===== config.mk =====
export PLATFORM = sky130hd
export DESIGN_NAME = decimal_field_to_fixed_point_top
export DESIGN_NICKNAME = d
export VERILOG_FILES = /design/src/design/dec2fix_pkg.sv /design/src/design/decimal_field_to_fixed_point_top.sv
export SDC_FILE = /design/constraint.sdc
export NUM_CORES = 1
export LEC_CHECK = 0
export BUFFER_PORTS_ARGS = -buffer_cell sky130_fd_sc_hd__buf_2
export CORE_MARGIN = 2
export CORE_UTILIZATION = 54
export CTS_CLUSTER_DIAMETER = 60
export DETAILED_ROUTE_END_ITERATION = 6
export GPL_TIMING_DRIVEN = 1
export PLACE_DENSITY = 0.82
export SKIP_LAST_GASP = 1
export SLEW_MARGIN = 5
export SYNTH_ARGS = -nofsm -noshare
export SYNTH_HDL_FRONTEND = slang
export SYNTH_SLANG_ARGS = --single-unit

===== constraint.sdc =====
create_clock -name clk_i -period 2.85 [get_ports clk_i]
set_input_delay 0 -clock clk_i [delete_from_list [all_inputs] [get_ports clk_i]]
set_output_delay 0 -clock clk_i [all_outputs]
set_load 0.02 [all_outputs]

===== src/design/dec2fix_pkg.sv =====
// Shared widths, constants and character codes for the decimal field converter.
`default_nettype none
package dec2fix_pkg;

  localparam int unsigned ValueWidthDefault = 32;
  localparam int unsigned CharWidth         = 8;
  localparam int unsigned FracWidth         = 4;
  localparam int unsigned OutValueWidth     = 32;
  localparam int unsigned OutDataWidth      = 40;

  localparam logic [FracWidth-1:0] MaxFracReset = 4'd5;
  localparam logic [FracWidth-1:0] MaxFracLimit = 4'd9;

  localparam logic [CharWidth-1:0] CharComma    = 8'h2C;
  localparam logic [CharWidth-1:0] CharAsterisk = 8'h2A;
  localparam logic [CharWidth-1:0] CharSpace    = 8'h20;
  localparam logic [CharWidth-1:0] CharCr       = 8'h0D;
  localparam logic [CharWidth-1:0] CharNul      = 8'h00;
  localparam logic [CharWidth-1:0] CharMinus    = 8'h2D;
  localparam logic [CharWidth-1:0] CharPoint    = 8'h2E;
  localparam logic [CharWidth-1:0] CharZero     = 8'h30;
  localparam logic [CharWidth-1:0] CharNine     = 8'h39;

  function automatic logic is_terminator(input logic [CharWidth-1:0] c);
    return (c == CharComma) || (c == CharAsterisk) || (c == CharSpace) ||
           (c == CharCr) || (c == CharNul);
  endfunction

endpackage
`default_nettype wire


===== src/design/decimal_field_to_fixed_point_top.sv =====
// Top level: ASCII decimal field to scaled signed integer converter.
// A registered result reaches the master side in the cycle after its terminating transfer.
// One character per cycle; the accumulator multiply-by-ten and add is combinational.
// The slave side stalls only while a finished result waits on a stalled master side.
// Reset: asynchronous, active low; clears the field state, the result valid and
// sets the fraction digit limit to five.
`default_nettype none
module decimal_field_to_fixed_point_top #(
  parameter int unsigned VALUE_WIDTH = dec2fix_pkg::ValueWidthDefault
) (
  input  wire logic                                  clk_i,
  input  wire logic                                  rst_ni,
  input  wire logic                                  cfg_we_i,
  input  wire logic [dec2fix_pkg::FracWidth-1:0]     cfg_wdata_i,
  input  wire logic                                  s_axis_tvalid,
  output      logic                                  s_axis_tready,
  // [7:0] character
  input  wire logic [dec2fix_pkg::CharWidth-1:0]     s_axis_tdata,
  output      logic                                  m_axis_tvalid,
  input  wire logic                                  m_axis_tready,
  // [31:0] value, [35:32] fraction_digits, [39:36] zero
  output      logic [dec2fix_pkg::OutDataWidth-1:0]  m_axis_tdata,
  // [0] invalid
  output      logic                                  m_axis_tuser
);

  localparam int unsigned FW = dec2fix_pkg::FracWidth;
  localparam int unsigned CW = dec2fix_pkg::CharWidth;
  localparam int unsigned OW = dec2fix_pkg::OutValueWidth;

  logic [FW-1:0]          max_frac_q;
  logic [VALUE_WIDTH-1:0] acc_q, acc_d;
  logic [FW-1:0]          frac_q, frac_d;
  logic                   neg_q, neg_d;
  logic                   point_q, point_d;
  logic                   any_q, any_d;
  logic                   disc_q, disc_d;

  logic                   out_valid_q, out_valid_d;
  logic [OW-1:0]          out_value_q, out_value_d;
  logic [FW-1:0]          out_frac_q, out_frac_d;
  logic                   out_inv_q, out_inv_d;

  logic                   in_xfer;
  logic                   out_xfer;
  logic [CW-1:0]          c;
  logic                   is_term;
  logic                   is_digit;
  logic [VALUE_WIDTH-1:0] acc_mac;
  logic [VALUE_WIDTH-1:0] acc_signed;
  logic [OW-1:0]          acc_ext;

  assign in_xfer       = s_axis_tvalid && s_axis_tready;
  assign out_xfer      = out_valid_q && m_axis_tready;
  assign s_axis_tready = !out_valid_q || m_axis_tready;

  assign c        = s_axis_tdata;
  assign is_term  = dec2fix_pkg::is_terminator(c);
  assign is_digit = (c >= dec2fix_pkg::CharZero) && (c <= dec2fix_pkg::CharNine);

  assign acc_mac = {acc_q[VALUE_WIDTH-4:0], 3'b000} + {acc_q[VALUE_WIDTH-2:0], 1'b0}
                 + VALUE_WIDTH'(c[3:0]);
  assign acc_signed = neg_q ? (VALUE_WIDTH'(0) - acc_q) : acc_q;
  assign acc_ext    = OW'(acc_signed);

  always_comb begin
    acc_d       = acc_q;
    frac_d      = frac_q;
    neg_d       = neg_q;
    point_d     = point_q;
    any_d       = any_q;
    disc_d      = disc_q;
    out_valid_d = out_xfer ? 1'b0 : out_valid_q;
    out_value_d = out_value_q;
    out_frac_d  = out_frac_q;
    out_inv_d   = out_inv_q;
    if (in_xfer) begin
      if (disc_q) begin
        if (is_term) begin
          disc_d = 1'b0;
        end
      end else if (is_term) begin
        out_valid_d = 1'b1;
        out_value_d = acc_ext;
        out_frac_d  = frac_q;
        out_inv_d   = 1'b0;
        acc_d       = '0;
        frac_d      = '0;
        neg_d       = 1'b0;
        point_d     = 1'b0;
        any_d       = 1'b0;
      end else if (is_digit) begin
        any_d = 1'b1;
        if (!point_q) begin
          acc_d = acc_mac;
        end else if (frac_q < max_frac_q) begin
          acc_d  = acc_mac;
          frac_d = frac_q + FW'(1);
        end
      end else if ((c == dec2fix_pkg::CharMinus) && !any_q) begin
        neg_d = 1'b1;
        any_d = 1'b1;
      end else if ((c == dec2fix_pkg::CharPoint) && !point_q) begin
        point_d = 1'b1;
        any_d   = 1'b1;
      end else begin
        out_valid_d = 1'b1;
        out_value_d = '0;
        out_frac_d  = '0;
        out_inv_d   = 1'b1;
        acc_d       = '0;
        frac_d      = '0;
        neg_d       = 1'b0;
        point_d     = 1'b0;
        any_d       = 1'b0;
        disc_d      = 1'b1;
      end
    end
  end

  always_ff @(posedge clk_i or negedge rst_ni) begin
    if (!rst_ni) begin
      max_frac_q  <= dec2fix_pkg::MaxFracReset;
      acc_q       <= '0;
      frac_q      <= '0;
      neg_q       <= 1'b0;
      point_q     <= 1'b0;
      any_q       <= 1'b0;
      disc_q      <= 1'b0;
      out_valid_q <= 1'b0;
    end else begin
      if (cfg_we_i) begin
        max_frac_q <= (cfg_wdata_i > dec2fix_pkg::MaxFracLimit) ?
                      dec2fix_pkg::MaxFracLimit : cfg_wdata_i;
      end
      acc_q       <= acc_d;
      frac_q      <= frac_d;
      neg_q       <= neg_d;
      point_q     <= point_d;
      any_q       <= any_d;
      disc_q      <= disc_d;
      out_valid_q <= out_valid_d;
    end
  end

  always_ff @(posedge clk_i) begin
    out_value_q <= out_value_d;
    out_frac_q  <= out_frac_d;
    out_inv_q   <= out_inv_d;
  end

  assign m_axis_tvalid = out_valid_q;
  assign m_axis_tdata  = {{(dec2fix_pkg::OutDataWidth - OW - FW){1'b0}}, out_frac_q, out_value_q};
  assign m_axis_tuser  = out_inv_q;

  a_max_frac_limit: assert property (@(posedge clk_i) disable iff (!rst_ni)
    max_frac_q <= dec2fix_pkg::MaxFracLimit)
    else $error("fraction digit limit above nine");

  a_frac_bound: assert property (@(posedge clk_i) disable iff (!rst_ni)
    frac_q <= dec2fix_pkg::MaxFracLimit)
    else $error("fraction count above nine");

  a_frac_needs_point: assert property (@(posedge clk_i) disable iff (!rst_ni)
    (frac_q != '0) |-> point_q)
    else $error("fraction digits counted without a point");

  a_discard_clean: assert property (@(posedge clk_i) disable iff (!rst_ni)
    disc_q |-> ((acc_q == '0) && !any_q && !neg_q && !point_q))
    else $error("field state not cleared while discarding");

  a_invalid_zero: assert property (@(posedge clk_i) disable iff (!rst_ni)
    (out_valid_q && out_inv_q) |-> ((out_value_q == '0) && (out_frac_q == '0)))
    else $error("invalid result carries nonzero data");

endmodule
`default_nettype wire

== Word-level counts from Yosys, hierarchy flattened ==
Cells that the tools add are included.

* Flip-flop bits (word level): 82
* Input bits: 17
* Output and inout port bits: 43
* Logic and storage cells: 100

* Add/sub/neg operators: 4
* $lt $le $gt $ge: 4
* Equality and inequality tests: 15
* Muxes and demuxes: 45
* Bitwise gates (word level): 1
* Reductions and logical operators: 20

{| class="wikitable"
|+ Operators by type and width
! kind !! number
|-
| $mux 32 || 9
|-
| $eq 8x6->1 const B || 5
|-
| $mux 4 || 9
|-
| $add 32x32->32 || 1
|-
| $add 32x4->32 || 1
|-
| $sub 1x32->32 const A || 1
|-
| $mux 1 || 27
|-
| $ne 3x3->1 const B || 4
|-
| $reduce_and 5->1 || 2
|-
| $eq 8x4->1 const B || 1
|-
| $ge 8x6->1 const B || 1
|-
| $le 8x6->1 const B || 1
|-
| $logic_not 8->1 || 1
|-
| $reduce_and 4->1 || 2
|-
| $ne 2x2->1 const B || 3
|-
| $reduce_and 6->1 || 1
|-
| $logic_and 1x1->1 || 5
|-
| $logic_or 1x1->1 || 5
|-
| $add 4x1->4 const B || 1
|-
| $gt 4x4->1 const B || 1
|-
| $lt 4x4->1 || 1
|-
| $ne 4x3->1 const B || 1
|-
| $logic_not 1->1 || 3
|-
| $ne 3x2->1 const B || 1
|-
| other kinds (2) || 2
|}

== Logic depth before layout (Yosys ltp) ==
* Depth in word-level cells: 8
* Depth in mapped cells: 13
* Gate-level depth less buffers: 12

== Least setup slack after synthesis ==
OpenSTA, ideal clock, no wires.

* Kind: flip-flop to flip-flop
* From: reg acc_q[2]
* To: reg acc_q[30]
* Library setup time: 0.133 ns
* Arrival: 3.000 ns
* Required time: 2.717 ns
* Setup slack: -0.283 ns
* Stages on the path, launching flop included: 14
* Path buffers: 1
* Period minus slack after synthesis: 3.133 ns
* Path through: dfrtp_1 > inv_1 > fa_1 > inv_1 > fa_1 > a21o_1 > a31oi_1 > o311a_1 > o211ai_1 > and2_1 > clkbuf_1 > a311oi_1 > xor2_1 > o21ai_0

* Word-level cells in the longest chain between the ends: 6

{| class="wikitable"
|+ Ends and longest elaborated chain
! element !! RTL line !! RTL
|-
| start: declaration || decimal_field_to_fixed_point_top.sv:32 || <nowiki>logic [VALUE_WIDTH-1:0] acc_q, acc_d;</nowiki>
|-
| start signal: assignment || decimal_field_to_fixed_point_top.sv:124 || <nowiki>acc_q <= '0;</nowiki>
|-
| start signal: assignment || decimal_field_to_fixed_point_top.sv:136 || <nowiki>acc_q <= acc_d;</nowiki>
|-
| $add 32x32->32 (*) || decimal_field_to_fixed_point_top.sv:61 || <nowiki>assign acc_mac = {acc_q[VALUE_WIDTH-4:0], 3'b000} + {acc_q[VALUE_WIDTH-2:0], 1'b0}</nowiki>
|-
| $add 32x4->32 (*) || decimal_field_to_fixed_point_top.sv:62 || <nowiki>+ VALUE_WIDTH'(c[3:0]);</nowiki>
|-
| $mux 32 || decimal_field_to_fixed_point_top.sv:96 || <nowiki>end else if (frac_q < max_frac_q) begin</nowiki>
|-
| $mux 32 (*) || decimal_field_to_fixed_point_top.sv:94 || <nowiki>if (!point_q) begin</nowiki>
|-
| $mux 32 (*) || decimal_field_to_fixed_point_top.sv:92 || <nowiki>end else if (is_digit) begin</nowiki>
|-
| $mux 32 (*) || decimal_field_to_fixed_point_top.sv:82 || <nowiki>end else if (is_term) begin</nowiki>
|}

Every way passes the cells marked *; elsewhere a longest branch is shown, timed or not. The select of a mux whose other input is x is not followed.
A chain may end at the register's enable or synchronous reset.

== Worst setup path in the final report ==
* From: reg acc_q[16]
* To: reg out_value_q[27], data pin

* Word-level cells in the longest chain between the ends: 3

{| class="wikitable"
|+ Ends and longest elaborated chain
! element !! RTL line !! RTL
|-
| $sub 1x32->32 || decimal_field_to_fixed_point_top.sv:63 || <nowiki>assign acc_signed = neg_q ? (VALUE_WIDTH'(0) - acc_q) : acc_q;</nowiki>
|-
| $mux 32 || decimal_field_to_fixed_point_top.sv:63 ||
|-
| $mux 32 || decimal_field_to_fixed_point_top.sv:82 ||
|-
| end signal: assignment || decimal_field_to_fixed_point_top.sv:147 || <nowiki>out_value_q <= out_value_d;</nowiki>
|-
| end: declaration || decimal_field_to_fixed_point_top.sv:40 || <nowiki>logic [OW-1:0] out_value_q, out_value_d;</nowiki>
|}

Every way passes these cells.

==> flow_summary.json <==
{
  "worstPathMaxFanout": 3,
  "min_to": "neg_q$_DFFE_PN0P_",
  "nFillCells": 566,
  "reg2reg_to": "out_value_q[27]$_SDFFCE_PP0P_",
  "via_count": 5756,
  "p_seq_share_pct": 52.2,
  "clkSinkCount": 82,
  "worst_r2r_path_depth": 8,
  "period_share_pct": 109.8,
  "die_w_um": 107.2,
  "violations": "setup timing",
  "cpPeakStageDelay_ns": 0.46,
  "whs_ns": 0.07296,
  "r2r_setup_slack_ns": -0.28,
  "drv_cap": 0,
  "worstPathBufferInverterCount": 0,
  "io_pins": 60,
  "regArea_um2": 2242,
  "hp-start": "s_axis_tdata[6]",
  "die_h_um": 107.2,
  "initial_core_util_pct": 55.73,
  "vias_per_cell": 6.497,
  "p_comb_share_pct": 12.1,
  "hold_class": "in -> reg",
  "grt_pass1_wl_um": 25140,
  "path_class": "reg -> reg",
  "skew_ns": 0.01397,
  "internal_power_w": 0.001818,
  "grt_start_max_net_pins": 48,
  "ys_seq_area_share_pct": 38.93,
  "grt_util_met2_pct": 46.20,
  "r2r-start": "acc_q[16]$_DFFE_PN0P_",
  "fin_ws_ns": -0.2801,
  "cp.required_ns": 2.96,
  "synthCells": 611,
  "switching_share_pct": 26.88,
  "busiest_layer": "met2",
  "gr-total-overflow": 0,
  "p_per_area_nw_per_um2": 329.2,
  "cpMostUsedCell": "or4_4",
  "cp-end-kind": "flip-flop",
  "synth-seq-cells": 82,
  "fin_crit_ns": 3.130,
  "syn-mean-instance-area_um2": 9.416,
  "switching_power_w": 0.0006683,
  "fin_tns_setup_ns": -3.675,
  "power_w": 0.002486,
  "arrival_ns": 3.24,
  "multiInputGateArea_um2": 3831,
  "max_slew_margin_pct": 12.30,
  "cts_root_buffer": "clkbuf_8",
  "dp_hpwl_um": 10460,
  "wirelength_um": 18400,
  "num_antenna_cells": 0,
  "ys_top_cells_by_area": "edfxtp_1, dfrtp_1, ha_1, xor2_1, o21ai_0",
  "max-clock-path-buffers": 2,
  "cts_buffers": 9,
  "drv_slew": 0,
  "tightestPinTransition_ns": 1.315,
  "antenna_left": 0,
  "met3_usage_pct": 5.593,
  "synthDistinctLibCells": 57,
  "rsz0062_at_grt": "yes",
  "final_nets": 827,
  "synthArstFlopShare_pct": 54.88,
  "path_cells": "or3_4 > or4_4 > or4_4 > or4_4 > or2_4 > o21ai_1 > xor2_1 > nor2_1",
  "cts_tree": "built",
  "area_growth_syn_to_layout_pct": 31.25,
  "fmax_ghz": 0.3195,
  "final_cell_mix": "buf_4, nand2_1, buf_2, nor2_1, ha_1",
  "synth_top_area_share_pct": 19.31,
  "core_area_um2": 10320,
  "die_area_um2": 11500,
  "place_congestion": 0.9653,
  "setup_violations": 28,
  "final_core_util_pct": 73.14,
  "grt_antenna_before_repair": 0,
  "p_leak_nw": 3.408,
  "htreeDepth": 3,
  "dr.first_iter.drc_count": 660,
  "start_kind": "flip-flop",
  "critPathSlowestCell": "or4_4",
  "dp_cells": 843,
  "num_rows": 37,
  "cp-startpoint": "acc_q[16]$_DFFE_PN0P_",
  "synth_edf_count": 37,
  "clockPowerShare_pct": 35.7,
  "synth_flop_cell": "dfrtp_1",
  "yosys_warnings": 0,
  "drive_above_1_share_pct": 30.13,
  "worstHoldPathCells": 5,
  "clkLatencyLatePin_ns": 0.38,
  "status": "finished with violations",
  "max-vdd-ir-drop_mv": 0.2847,
  "synth_area_leader_cell": "edfxtp_1",
  "use_met1_pct": 35.02,
  "syn_area_um2": 5753,
  "final_common_cell": "buf_4",
  "wl_per_cell_um": 20.77,
  "drc_errors": 0,
  "finalNonFillerCells": 886,
  "port-buffer-count": 55,
  "grt_usage_pct": 27.68,
  "hold_viol": 0,
  "clk_pin_slew_ns": 0.08,
  "grt_pass1_vias": 5128,
  "crit_family": "simple AND/OR/NAND/NOR gates",
  "first_pass_iters": 7
}
[area by class of cell]
type | count | area share, %
inverters | 18 | 0.8948
clock inverters | 6 | 0.8782
clock buffers | 10 | 1.823
well taps | 136 | 2.254
repair buffers | 148 | 13.72
multi-input cells | 486 | 50.74
flip-flops and latches | 82 | 29.69
[metrics by stage]
stage / worst slack [ns] / area [µm²]
6_report: -0.2801 / 7551
5_1_grt: -0.4008 / 7551
4_1_cts: -0.2178 / 7264
3_5_place_dp: -0.1984 / 6616
3_3_place_gp: -0.1484 / 6616
2_1_floorplan: -0.2113 / 5799
[timing repair]
action | 4_1_cts | 5_1_grt
hold buffers | 11 | 0
endpoints found under the setup margin | 30 | 27
gates cloned | 0 | 1
endpoints found under the hold margin | 51 | 0
setup buffers | 7 | 9
pin swaps | 12 | 34
resized for setup | 41 | 48
[state kept, by name, summed over array words and instances (netlist names)]
| signal | cells |
|---|---|
| point_q | 1 |
| max_frac_q | 4 |
| frac_q | 4 |
| disc_q | 1 |
| m_axis_tuser | 1 |
| m_axis_tvalid | 1 |
| acc_q | 32 |
| neg_q | 1 |
| out_value_q | 32 |
| out_frac_q | 4 |
| any_q | 1 |
[worst min-delay path, cell delays in order]
cell	delay (ns)
buf_2	0.09
nor3_1	0.04
buf_4	0.15
nand2_1	0.07
o22ai_1	0.06
[cell families (layout without fill, tap and decap cells)]
| logic type | count (synthesis) | after routing | share of synthesized area [%] |
|---|---|---|---|
| AND/OR/NAND/NOR | 192 | 193 | 15.64 |
| AO/OA/AOI/OAI | 167 | 167 | 18.92 |
| flip-flops | 82 | 82 | 38.93 |
| adder cells (fa/ha/maj) | 65 | 65 | 14.40 |
| XOR/XNOR | 56 | 56 | 8.525 |
| buffers and inverters | 47 | 182 | 3.349 |
| other | 1 | 4 | 0.06518 |
| multiplexers | 1 | 1 | 0.1740 |
[cells in the mapped netlist, types with 2 or more instances]
| master | n |
|---|---|
| nand2b_1 | 7 |
| or4_1 | 6 |
| xor2_1 | 42 |
| fa_1 | 2 |
| and2_1 | 2 |
| o21bai_1 | 6 |
| o31ai_1 | 22 |
| o41ai_1 | 5 |
| buf_4 | 4 |
| buf_1 | 3 |
| dfrtp_1 | 43 |
| nand2_1 | 73 |
| dfstp_2 | 2 |
| a2111oi_0 | 2 |
| a21oi_1 | 29 |
| ha_1 | 63 |
| nor2_1 | 55 |
| inv_1 | 18 |
| or2_2 | 2 |
| nand3b_1 | 2 |
| o211ai_1 | 3 |
| xnor2_1 | 14 |
| or3_1 | 7 |
| nor3_1 | 5 |
| a41oi_1 | 3 |
| o21a_1 | 2 |
| edfxtp_1 | 37 |
| a21o_1 | 13 |
| a311oi_1 | 2 |
| o21ai_0 | 58 |
| a21boi_0 | 3 |
| and3_1 | 6 |
| a31oi_1 | 4 |
| clkbuf_1 | 21 |
| or4_4 | 3 |
| a211oi_1 | 5 |
| nand4_1 | 8 |
| nand3_1 | 10 |
[worst max path at each step]
stage | slack, ns | cells after the start | endpoint
3_3_place_gp | -0.15 | 8 | out_value_q[29]$_SDFFCE_PP0P_
3_5_place_dp | -0.20 | 8 | out_value_q[31]$_SDFFCE_PP0P_
2_1_floorplan | -0.21 | 8 | out_value_q[31]$_SDFFCE_PP0P_
6_report | -0.28 | 8 | out_value_q[27]$_SDFFCE_PP0P_
5_1_grt | -0.40 | 11 | acc_q[30]$_DFFE_PN0P_
4_1_cts | -0.22 | 8 | out_value_q[31]$_SDFFCE_PP0P_
[power groups by stage]
stage / Sequential, W / Combinational, W / Clock, W
after floorplan: 0.00129 / 0.000151 / 0
after global placement: 0.00131 / 0.000207 / 0
after detailed placement: 0.00131 / 0.000219 / 0
after CTS: 0.00129 / 0.000253 / 0.000874
after global routing: 0.00130 / 0.000322 / 0.000924
final: 0.00130 / 0.000302 / 0.000887
[metal layers]
metal | vias to the layer above | part of all wire (%) | wire length (µm)
met3 | 98 | 10 | 1910
met1 | 2708 | 36 | 6667
li1 | 2487 | - | -
met2 | 463 | 49 | 9004
met4 | 0 | 4.4 | 816
met5 | - | 0 | 0
Power figures use the tool's default switching activity.
